### src/design/ipa_pkg.sv
// Package for the ID pool allocator: payload structs, command and mode codes,
// register indexes and fixed widths. No dependencies.
package ipa_pkg;

  localparam int ID_W      = 8;
  localparam int MODE_W    = 2;
  localparam int CNT_W     = ID_W + 1;
  localparam int WORD_W    = 16;
  localparam int WB_W      = 4;
  localparam int CFG_IDX_W = 1;

  typedef enum logic [MODE_W-1:0] {
    MODE_ALLOC     = 2'd0,
    MODE_RES_ID    = 2'd1,
    MODE_RES_RANGE = 2'd2,
    MODE_FREE      = 2'd3
  } mode_t;

  typedef enum logic [CFG_IDX_W-1:0] {
    CFG_POOL_FIRST = 1'b0,
    CFG_POOL_LAST  = 1'b1
  } cfg_idx_t;

  typedef enum logic [2:0] {
    OP_ALLOC,
    OP_RES_ID,
    OP_RES_RANGE,
    OP_FREE,
    OP_REJECT
  } op_t;

  typedef struct packed {
    logic [MODE_W-1:0] mode;
    logic [ID_W-1:0]   id_value;
    logic [ID_W-1:0]   range_last;
  } in_item_t;

  typedef struct packed {
    logic            ok;
    logic [ID_W-1:0] result_id;
    logic            pool_empty;
    logic            pool_full;
  } out_item_t;

  typedef struct packed {
    op_t             op;
    logic [ID_W-1:0] first;
    logic [ID_W-1:0] last;
  } cmd_t;

  // Pool range as seen by the back end; top is pool_last clipped to the map.
  typedef struct packed {
    logic [ID_W-1:0]  first;
    logic [ID_W-1:0]  top;
    logic [CNT_W-1:0] size;
    logic             refill;
  } cfg_info_t;

endpackage

### src/design/ipa_fifo.sv
// Small register queue used between the allocator stages and at the output.
// Depends on nothing; the entry type is a parameter.
module ipa_fifo #(
  parameter type T     = logic,
  parameter int  DEPTH = 2
) (
  input  logic clk,
  input  logic rst_n,
  input  logic push,
  input  T     wdata,
  output logic full,
  input  logic pop,
  output T     rdata,
  output logic empty
);

  localparam int AW = (DEPTH > 1) ? $clog2(DEPTH) : 1;
  localparam int CW = $clog2(DEPTH + 1);

  T                entries_r [DEPTH];
  logic [AW-1:0]   wr_ptr_r, wr_ptr_nxt;
  logic [AW-1:0]   rd_ptr_r, rd_ptr_nxt;
  logic [CW-1:0]   count_r, count_nxt;
  logic            do_push, do_pop;

  assign full    = (count_r == CW'(DEPTH));
  assign empty   = (count_r == '0);
  assign do_push = push && !full;
  assign do_pop  = pop && !empty;
  assign rdata   = entries_r[rd_ptr_r];

  always_comb begin
    wr_ptr_nxt = wr_ptr_r;
    rd_ptr_nxt = rd_ptr_r;
    count_nxt  = count_r;
    if (do_push) begin
      wr_ptr_nxt = (wr_ptr_r == AW'(DEPTH - 1)) ? '0 : wr_ptr_r + 1'b1;
    end
    if (do_pop) begin
      rd_ptr_nxt = (rd_ptr_r == AW'(DEPTH - 1)) ? '0 : rd_ptr_r + 1'b1;
    end
    if (do_push && !do_pop) begin
      count_nxt = count_r + 1'b1;
    end else if (do_pop && !do_push) begin
      count_nxt = count_r - 1'b1;
    end
  end

  always_ff @(posedge clk) begin
    if (!rst_n) begin
      wr_ptr_r <= '0;
      rd_ptr_r <= '0;
      count_r  <= '0;
    end else begin
      wr_ptr_r <= wr_ptr_nxt;
      rd_ptr_r <= rd_ptr_nxt;
      count_r  <= count_nxt;
    end
  end

  always_ff @(posedge clk) begin
    if (do_push) begin
      entries_r[wr_ptr_r] <= wdata;
    end
  end

endmodule

### src/design/ipa_front.sv
// Front end of the ID pool allocator: range registers and request checking.
// Depends on ipa_pkg.
module ipa_front #(
  parameter int ID_COUNT = 256
) (
  input  logic                           clk,
  input  logic                           rst_n,
  input  logic                           cfg_valid,
  output logic                           cfg_ready,
  input  logic [ipa_pkg::CFG_IDX_W-1:0]  cfg_index,
  input  logic [ipa_pkg::ID_W-1:0]       cfg_data,
  input  ipa_pkg::in_item_t              in_item,
  output ipa_pkg::cmd_t                  cmd,
  output ipa_pkg::cfg_info_t             cfg_info
);

  localparam int MAP_N = (ID_COUNT < 256) ? ID_COUNT : 256;
  localparam logic [ipa_pkg::ID_W-1:0] TOP_ID = ipa_pkg::ID_W'(MAP_N - 1);

  logic [ipa_pkg::ID_W-1:0] first_r, last_r, top;
  logic                     refill_r;
  logic                     id_ok, last_ok;

  assign cfg_ready = 1'b1;
  assign top       = (last_r > TOP_ID) ? TOP_ID : last_r;

  always_ff @(posedge clk) begin
    if (!rst_n) begin
      first_r  <= '0;
      last_r   <= '1;
      refill_r <= 1'b0;
    end else begin
      refill_r <= cfg_valid;
      if (cfg_valid) begin
        unique case (ipa_pkg::cfg_idx_t'(cfg_index))
          ipa_pkg::CFG_POOL_FIRST: first_r <= cfg_data;
          ipa_pkg::CFG_POOL_LAST:  last_r  <= cfg_data;
        endcase
      end
    end
  end

  always_comb begin
    cfg_info.first  = first_r;
    cfg_info.top    = top;
    cfg_info.refill = refill_r;
    if (first_r <= top) begin
      cfg_info.size = ipa_pkg::CNT_W'(top - first_r) + 1'b1;
    end else begin
      cfg_info.size = '0;
    end
  end

  assign id_ok   = (in_item.id_value >= first_r) && (in_item.id_value <= top);
  assign last_ok = (in_item.range_last >= first_r) && (in_item.range_last <= top);

  always_comb begin
    cmd.first = in_item.id_value;
    cmd.last  = in_item.range_last;
    unique case (ipa_pkg::mode_t'(in_item.mode))
      ipa_pkg::MODE_ALLOC:  cmd.op = ipa_pkg::OP_ALLOC;
      ipa_pkg::MODE_RES_ID: cmd.op = id_ok ? ipa_pkg::OP_RES_ID : ipa_pkg::OP_REJECT;
      ipa_pkg::MODE_RES_RANGE: begin
        if (id_ok && last_ok && (in_item.id_value <= in_item.range_last)) begin
          cmd.op = ipa_pkg::OP_RES_RANGE;
        end else begin
          cmd.op = ipa_pkg::OP_REJECT;
        end
      end
      ipa_pkg::MODE_FREE:   cmd.op = id_ok ? ipa_pkg::OP_FREE : ipa_pkg::OP_REJECT;
    endcase
  end

endmodule

### src/design/ipa_back.sv
// Back end of the ID pool allocator: the free bitmap in a word memory, the
// free count and the sequencer that carries out checked commands.
// Depends on ipa_pkg.
module ipa_back #(
  parameter int ID_COUNT = 256
) (
  input  logic               clk,
  input  logic               rst_n,
  input  ipa_pkg::cfg_info_t cfg_info,
  input  logic               cmd_empty,
  input  ipa_pkg::cmd_t      cmd,
  output logic               cmd_pop,
  input  logic               res_full,
  output logic               res_push,
  output ipa_pkg::out_item_t res
);

  localparam int MAP_N = (ID_COUNT < 256) ? ID_COUNT : 256;
  localparam int NW    = (MAP_N + ipa_pkg::WORD_W - 1) / ipa_pkg::WORD_W;
  localparam int WIX_W = (NW > 1) ? $clog2(NW) : 1;
  localparam int MEM_D = 2 ** WIX_W;

  typedef enum logic [2:0] {S_CLR, S_IDLE, S_RD, S_EXE, S_OUT} state_t;

  typedef logic [ipa_pkg::WORD_W-1:0] word_t;

  state_t                      state_r, state_nxt;
  logic [WIX_W-1:0]            w_r, w_nxt;
  logic                        pass_r, pass_nxt;
  ipa_pkg::cmd_t               cmd_r, cmd_nxt;
  logic [ipa_pkg::CNT_W-1:0]   cnt_r, cnt_nxt;
  logic                        ok_r, ok_nxt;
  logic [ipa_pkg::ID_W-1:0]    rid_r, rid_nxt;

  word_t                       mem [MEM_D];
  word_t                       rdata_r;
  logic                        mem_we;
  word_t                       mem_wdata;

  word_t                       clr_mask, span_mask, id_bit;
  logic [ipa_pkg::WB_W-1:0]    low_bit, span_lo, span_hi;
  logic [WIX_W-1:0]            first_w, last_w, id_w;
  logic [ipa_pkg::CNT_W-1:0]   span_len;

  function automatic logic [WIX_W-1:0] word_of(input logic [ipa_pkg::ID_W-1:0] id);
    return WIX_W'(id >> ipa_pkg::WB_W);
  endfunction

  assign first_w  = word_of(cmd_r.first);
  assign last_w   = word_of(cmd_r.last);
  assign id_w     = word_of(cmd.first);
  assign id_bit   = word_t'(1) << cmd_r.first[ipa_pkg::WB_W-1:0];
  assign span_len = ipa_pkg::CNT_W'(cmd_r.last - cmd_r.first) + 1'b1;

  // Refill pattern for the word under the sweep: ones inside the pool range.
  always_comb begin
    logic [ipa_pkg::ID_W-1:0] id;
    for (int b = 0; b < ipa_pkg::WORD_W; b++) begin
      id = ipa_pkg::ID_W'((int'(w_r) << ipa_pkg::WB_W) + b);
      clr_mask[b] = (id >= cfg_info.first) && (id <= cfg_info.top);
    end
  end

  always_comb begin
    low_bit = '0;
    for (int i = ipa_pkg::WORD_W - 1; i >= 0; i--) begin
      if (rdata_r[i]) begin
        low_bit = ipa_pkg::WB_W'(i);
      end
    end
  end

  // Bits of the current word that fall inside the requested span.
  always_comb begin
    span_lo   = (w_r == first_w) ? cmd_r.first[ipa_pkg::WB_W-1:0] : '0;
    span_hi   = (w_r == last_w) ? cmd_r.last[ipa_pkg::WB_W-1:0] : '1;
    span_mask = ({ipa_pkg::WORD_W{1'b1}} << span_lo)
              & ({ipa_pkg::WORD_W{1'b1}} >> (ipa_pkg::WB_W'(ipa_pkg::WORD_W - 1) - span_hi));
  end

  always_comb begin
    state_nxt = state_r;
    w_nxt     = w_r;
    pass_nxt  = pass_r;
    cmd_nxt   = cmd_r;
    cnt_nxt   = cnt_r;
    ok_nxt    = ok_r;
    rid_nxt   = rid_r;
    mem_we    = 1'b0;
    mem_wdata = rdata_r;
    cmd_pop   = 1'b0;
    res_push  = 1'b0;
    res.ok         = ok_r;
    res.result_id  = rid_r;
    res.pool_empty = (cnt_r == '0);
    res.pool_full  = (cfg_info.size != '0) && (cnt_r == cfg_info.size);

    unique case (state_r)
      S_CLR: begin
        mem_we    = 1'b1;
        mem_wdata = clr_mask;
        if (w_r == WIX_W'(NW - 1)) begin
          cnt_nxt   = cfg_info.size;
          state_nxt = S_IDLE;
        end else begin
          w_nxt = w_r + 1'b1;
        end
      end
      S_IDLE: begin
        if (!cmd_empty) begin
          cmd_pop = 1'b1;
          cmd_nxt = cmd;
          ok_nxt  = 1'b0;
          rid_nxt = '0;
          pass_nxt = 1'b0;
          unique case (cmd.op)
            ipa_pkg::OP_ALLOC: begin
              w_nxt     = '0;
              state_nxt = (cnt_r == '0) ? S_OUT : S_RD;
            end
            ipa_pkg::OP_RES_ID, ipa_pkg::OP_FREE: begin
              w_nxt     = id_w;
              state_nxt = S_RD;
            end
            ipa_pkg::OP_RES_RANGE: begin
              w_nxt     = id_w;
              state_nxt = S_RD;
            end
            default: state_nxt = S_OUT;
          endcase
        end
      end
      S_RD: state_nxt = S_EXE;
      S_EXE: begin
        unique case (cmd_r.op)
          ipa_pkg::OP_ALLOC: begin
            if (rdata_r != '0) begin
              mem_we    = 1'b1;
              mem_wdata = rdata_r & ~(word_t'(1) << low_bit);
              ok_nxt    = 1'b1;
              rid_nxt   = ipa_pkg::ID_W'((int'(w_r) << ipa_pkg::WB_W) + int'(low_bit));
              cnt_nxt   = cnt_r - 1'b1;
              state_nxt = S_OUT;
            end else begin
              w_nxt     = w_r + 1'b1;
              state_nxt = S_RD;
            end
          end
          ipa_pkg::OP_RES_ID: begin
            if ((rdata_r & id_bit) != '0) begin
              mem_we    = 1'b1;
              mem_wdata = rdata_r & ~id_bit;
              ok_nxt    = 1'b1;
              cnt_nxt   = cnt_r - 1'b1;
            end
            state_nxt = S_OUT;
          end
          ipa_pkg::OP_FREE: begin
            if ((rdata_r & id_bit) == '0) begin
              mem_we    = 1'b1;
              mem_wdata = rdata_r | id_bit;
              ok_nxt    = 1'b1;
              cnt_nxt   = cnt_r + 1'b1;
            end
            state_nxt = S_OUT;
          end
          ipa_pkg::OP_RES_RANGE: begin
            // The first pass checks every word of the span; the second clears it.
            if (!pass_r) begin
              if ((rdata_r & span_mask) != span_mask) begin
                state_nxt = S_OUT;
              end else if (w_r == last_w) begin
                pass_nxt  = 1'b1;
                w_nxt     = first_w;
                state_nxt = S_RD;
              end else begin
                w_nxt     = w_r + 1'b1;
                state_nxt = S_RD;
              end
            end else begin
              mem_we    = 1'b1;
              mem_wdata = rdata_r & ~span_mask;
              if (w_r == last_w) begin
                ok_nxt    = 1'b1;
                cnt_nxt   = cnt_r - span_len;
                state_nxt = S_OUT;
              end else begin
                w_nxt     = w_r + 1'b1;
                state_nxt = S_RD;
              end
            end
          end
          default: state_nxt = S_OUT;
        endcase
      end
      S_OUT: begin
        if (!res_full) begin
          res_push  = 1'b1;
          state_nxt = S_IDLE;
        end
      end
      default: state_nxt = S_IDLE;
    endcase

    // A range register write restarts the refill sweep.
    if (cfg_info.refill) begin
      state_nxt = S_CLR;
      w_nxt     = '0;
      mem_we    = 1'b0;
      cmd_pop   = 1'b0;
      res_push  = 1'b0;
    end
  end

  always_ff @(posedge clk) begin
    if (!rst_n) begin
      state_r <= S_CLR;
      w_r     <= '0;
      pass_r  <= 1'b0;
      cnt_r   <= '0;
      ok_r    <= 1'b0;
      rid_r   <= '0;
    end else begin
      state_r <= state_nxt;
      w_r     <= w_nxt;
      pass_r  <= pass_nxt;
      cnt_r   <= cnt_nxt;
      ok_r    <= ok_nxt;
      rid_r   <= rid_nxt;
    end
  end

  always_ff @(posedge clk) begin
    cmd_r <= cmd_nxt;
  end

  always_ff @(posedge clk) begin
    if (mem_we) begin
      mem[w_r] <= mem_wdata;
    end
    rdata_r <= mem[w_nxt];
  end

endmodule

### src/design/id_pool_allocator.sv
// Top level of the ID pool allocator: front end, command queue, back end and
// result queue. Depends on ipa_pkg, ipa_front, ipa_fifo and ipa_back.
//
//   Channel   Handshake                  Payload
//   in_       push / full                in_item  (mode, id_value, range_last)
//   out_      pop / empty                out_item (ok, result_id, pool_empty, pool_full)
//   cfg_      valid / ready (always 1)   cfg_index, cfg_data
//
// The free map sits in 16-bit words; the back end reads each word it visits in
// state S_RD and acts on it in S_EXE. Allocate scans from word 0 up to the
// lowest free ID; reserve range checks the span and, if it is all free, walks
// it again to clear it; a refusal or an allocate on an empty pool goes straight to the result.
// Reset or a range register write first starts a refill sweep of the
// ceil(min(ID_COUNT,256)/16) map words; two-entry queues let both sides stall.
module id_pool_allocator #(
  parameter int ID_COUNT = 256
) (
  input  logic                          clk,
  input  logic                          rst_n,
  input  logic                          in_push,
  output logic                          in_full,
  input  ipa_pkg::in_item_t             in_item,
  output logic                          out_empty,
  input  logic                          out_pop,
  output ipa_pkg::out_item_t            out_item,
  input  logic                          cfg_valid,
  output logic                          cfg_ready,
  input  logic [ipa_pkg::CFG_IDX_W-1:0] cfg_index,
  input  logic [ipa_pkg::ID_W-1:0]      cfg_data
);

  ipa_pkg::cmd_t      cmd_in, cmd_out;
  ipa_pkg::cfg_info_t cfg_info;
  ipa_pkg::out_item_t res;
  logic               cmd_empty, cmd_pop;
  logic               res_full, res_push;

  ipa_front #(.ID_COUNT(ID_COUNT)) u_front (
    .clk       (clk),
    .rst_n     (rst_n),
    .cfg_valid (cfg_valid),
    .cfg_ready (cfg_ready),
    .cfg_index (cfg_index),
    .cfg_data  (cfg_data),
    .in_item   (in_item),
    .cmd       (cmd_in),
    .cfg_info  (cfg_info)
  );

  ipa_fifo #(.T(ipa_pkg::cmd_t), .DEPTH(2)) u_cmd_q (
    .clk   (clk),
    .rst_n (rst_n),
    .push  (in_push),
    .wdata (cmd_in),
    .full  (in_full),
    .pop   (cmd_pop),
    .rdata (cmd_out),
    .empty (cmd_empty)
  );

  ipa_back #(.ID_COUNT(ID_COUNT)) u_back (
    .clk       (clk),
    .rst_n     (rst_n),
    .cfg_info  (cfg_info),
    .cmd_empty (cmd_empty),
    .cmd       (cmd_out),
    .cmd_pop   (cmd_pop),
    .res_full  (res_full),
    .res_push  (res_push),
    .res       (res)
  );

  ipa_fifo #(.T(ipa_pkg::out_item_t), .DEPTH(2)) u_res_q (
    .clk   (clk),
    .rst_n (rst_n),
    .push  (res_push),
    .wdata (res),
    .full  (res_full),
    .pop   (out_pop),
    .rdata (out_item),
    .empty (out_empty)
  );

endmodule

### config.mk
export PLATFORM = sky130hd
export DESIGN_NAME = id_pool_allocator
export DESIGN_NICKNAME = d
export VERILOG_FILES = /design/src/design/ipa_pkg.sv /design/src/design/ipa_fifo.sv /design/src/design/ipa_front.sv /design/src/design/ipa_back.sv /design/src/design/id_pool_allocator.sv
export SDC_FILE = /design/constraint.sdc
export NUM_CORES = 1
export LEC_CHECK = 0
export BUFFER_PORTS_ARGS = -buffer_cell sky130_fd_sc_hd__clkbuf_2
export CAP_MARGIN = 20
export CORE_MARGIN = 2
export CORE_UTILIZATION = 63
export CTS_BUF_LIST = sky130_fd_sc_hd__clkbuf_8
export CTS_CLUSTER_SIZE = 20
export DETAILED_ROUTE_END_ITERATION = 12
export PLACE_DENSITY_LB_ADDON = 0.2
export SYNTH_ARGS = -nofsm -noshare
export SYNTH_HDL_FRONTEND = slang
export SYNTH_SLANG_ARGS = --single-unit
### constraint.sdc
create_clock -name clk -period 4.3 [get_ports clk]
set_input_delay 0.215 -clock clk [delete_from_list [all_inputs] [get_ports clk]]
set_output_delay 0.215 -clock clk [all_outputs]
set_load 0.01 [all_outputs]
==> impl_metrics.ini <==
[worst_setup_path]
startpoint_type = register
cp_data_arrival_time_ns = 4.62
worstPathRequired_ns = 4.79
r2r_setup_slack_ns = 0.17
path_class = reg -> reg
critPathMaxFanout = 13
critPathLaunch = u_back.cmd_r[15]
crit_path_end_kind = register
r2r_start = u_back.cmd_r[15]

[place]
place_congestion = 1.03
port_buffers = 44
post-dp-hpwl_um = 37800

[grt]
grt_overflow = 0
antenna_found_initial = 1
grt_pass1_vias = 14300
grt_pass1_wl_um = 83600
grt_use_total = 0.330
grt_start_max_net_pins = 51

[yosys]
syn-instance-count = 1654
ys_seq_area_frac = 0.548
yosys.area.top_type_share = 0.482
synth_area_per_cell_sq_um = 12.6
synth_top_cell_by_area = edfxtp_1
synth_common_cells = 335 x edfxtp_1, 105 x a21oi_1, 102 x nor2_1, 101 x nand2_1, 93 x ha_1
syn_area_sq_mm = 0.0209
syn_nets = 1790
synth_ff_type = edfxtp_1
synth_edf_count = 335
synth_compound_area_frac = 0.116
synth_mux_area_frac = 0.118
netlist_top_cells_area = edfxtp_1 48%, dfxtp_1 6.6%, ha_1 5.6%
synth_fa_ha_area_frac = 0.0663
ys_ff_latch = 404
synth_top_family_by_area = multiplexers
ys_warn_count = 0
synthXorXnorAreaFrac = 0.0201
synthArstFlopShare = 0
synth_cell_types = 76
yosysMostFrequentCell = edfxtp_1
synth-simple-area-share = 0.0929

[drt]
drc_errors = 0
vias = 14900
avgViaCountPerCell = 6.47
drt_wl_total_um = 55800
antenna_left = 0
dr.pass1.iters = 7
avgRoutedWirePerCell_um = 24.2
drt_iter0_markers = 1734

[pwr]
netSwitchingPower_w = 0.00246
clockPowerShare = 0.340
combPwrFrac = 0.150
p_per_area_mw_per_mm2 = 384
pwr-share-seq = 0.510
leakage_nw = 8.89
total_power_w = 0.00916
p_sw_frac = 0.269
ir_worst_vdd_mv = 0.446
internal_power_w = 0.00670

[sta]
fin_crit_ns = 4.13
slew_violations = 0
hold_ws_ns = 0.0475
maxSlewHeadroom = 0.271
hold_viol = 0
tightest_slew_ns = 1.09
fmax_ghz = 0.242
fin_worst_skew_ns = 0.0299
report.final.setup_viol = 0
fin_crit_sh = 0.961

[clock_tree]
htreeDepth = 3
numClockSinks = 404
cts_tree = done
clock_latency_ns = 0.63
cts_root_buf = clkbuf_8
clkTransAtPathRegs_ns = 0.06
cts_max_path_buffers = 3
numCtsBuffers = 66

[floorplan]
die_w_um = 186
core_sq_mm = 0.0326
io_pins = 46
initial_core_util = 0.640
rows = 66
die_h_um = 186
die-area_sq_mm = 0.0346

[cells_and_area]
drive_above_1_share = 0.191
diodes = 0
nNetsFinal = 1950
area_delta_synth_final_pct = 14.4

[outcome]
run_status = completed

[worst_hold_path]
hold_start = in_push
hold_path.class = in -> reg

[job]
maxCapViolCount = 0
[path summary, 6_finish.rpt]
| kind | endpoint | cells past startpoint |
|---|---|---|
| worst max-delay path | u_back.rdata_r[4] | 13 |
| worst min-delay path | u_cmd_q.wr_ptr_r | 4 |
| worst max register to register | u_back.rdata_r[4] | 13 |
| worst min register to register | u_res_q.entries_r[1][7] | 0 |
[cells in the final DEF, fill, tap and decap left out, drive strengths merged, types with 11 or more instances in the layout]
cell           n
a211oi        12
a21o          29
a21oi        107
a221oi        13
a31oi         11
and2          21
buf          105
clkbuf       111
clkinv        17
dfxtp         69
dlygate4sd3   28
edfxtp       335
fa            11
ha            93
inv          120
mux2          34
mux2i         57
mux4          64
nand2        101
nand2b        15
nand3         38
nand4         13
nor2         102
nor2b         30
nor3          32
nor4          15
o211ai        25
o21ai         79
o21bai        11
o22ai         11
xnor2         36
[logic make-up (layout without fill, tap and decap cells)]
kind of cell | count (synthesis) | count (layout)
other cells | 1 | 1
mux | 155 | 155
fa+ha+maj | 104 | 104
xor+xnor | 44 | 44
simple gates | 398 | 398
buf+inv | 172 | 384
flops | 404 | 404
compound gates | 376 | 376
[state kept, by name (all words and copies together) (netlist names), 9 cells and up, named ones only]
register           flops
u_back.rdata_r        16
u_res_q.entries_r     22
u_cmd_q.entries_r     38
u_back.mem           256
u_back.cmd_r          19
u_back.cnt_r           9
[layer usage]
metal	track usage	vias to the layer above	wire, um	part of all wire
met5	0	-	13	0.00023
met4	0.132	2	1810	0.032
met3	0.0579	151	5570	0.10
met2	0.513	889	25800	0.46
met1	0.467	7254	22600	0.41
li1	-	6646	-	-
[critical path, cell delays in order, from the launching register on]
cell      delay [ns]
edfxtp_1        0.44
xnor2_1         0.28
and4_4          0.33
a221oi_1        0.09
or3_1           0.39
or4_4           0.55
nor4_4          0.19
mux2_4          0.34
a21oi_4         0.17
buf_12          0.20
buf_12          0.18
mux4_1          0.54
mux2i_1         0.18
mux2i_1         0.09
[metrics by stage]
| step | area, sq um | util | worst slack [ns] | setup TNS [ns] | instances |
|---|---|---|---|---|---|
| floorplan | 20900 | - | 0.305 | 0 | 1654 |
| global placement | 22300 | 0.685 | 0.180 | 0 | 2158 |
| detailed placement | 22300 | 0.685 | 0.0669 | 0 | 2158 |
| CTS | 23900 | 0.731 | 0.0360 | 0 | 2306 |
| global route | 23900 | 0.732 | -0.00599 | -0.00599 | 2308 |
| finish | 23900 | 0.732 | 0.168 | 0 | 2308 |
[power by group through the flow]
stage	registers [W]	clock network, W	logic [W]
after global placement	0.00474	0	0.00127
after CTS	0.00467	0.00317	0.00134
final	0.00467	0.00312	0.00138
after global routing	0.00468	0.00333	0.00148
after floorplan	0.00468	0	0.000887
after detailed placement	0.00475	0	0.00131
[final cells by class]
type	count	area, sq um
tap	442	553
fill	2113	8740
timing repair buffer	177	1600
multi-input combinational	1078	8730
clock buffer	67	922
inverter	87	327
clock inverter	53	304
sequential	404	11400
[repair_timing]
item | in CTS | in global routing
endpoints found under the hold margin | 55 | 0
setup buffers | 0 | 0
gates resized for setup | 0 | 6
setup endpoints to repair | 0 | 16
hold buffers | 28 | 0
Power figures use the tool's default switching activity.
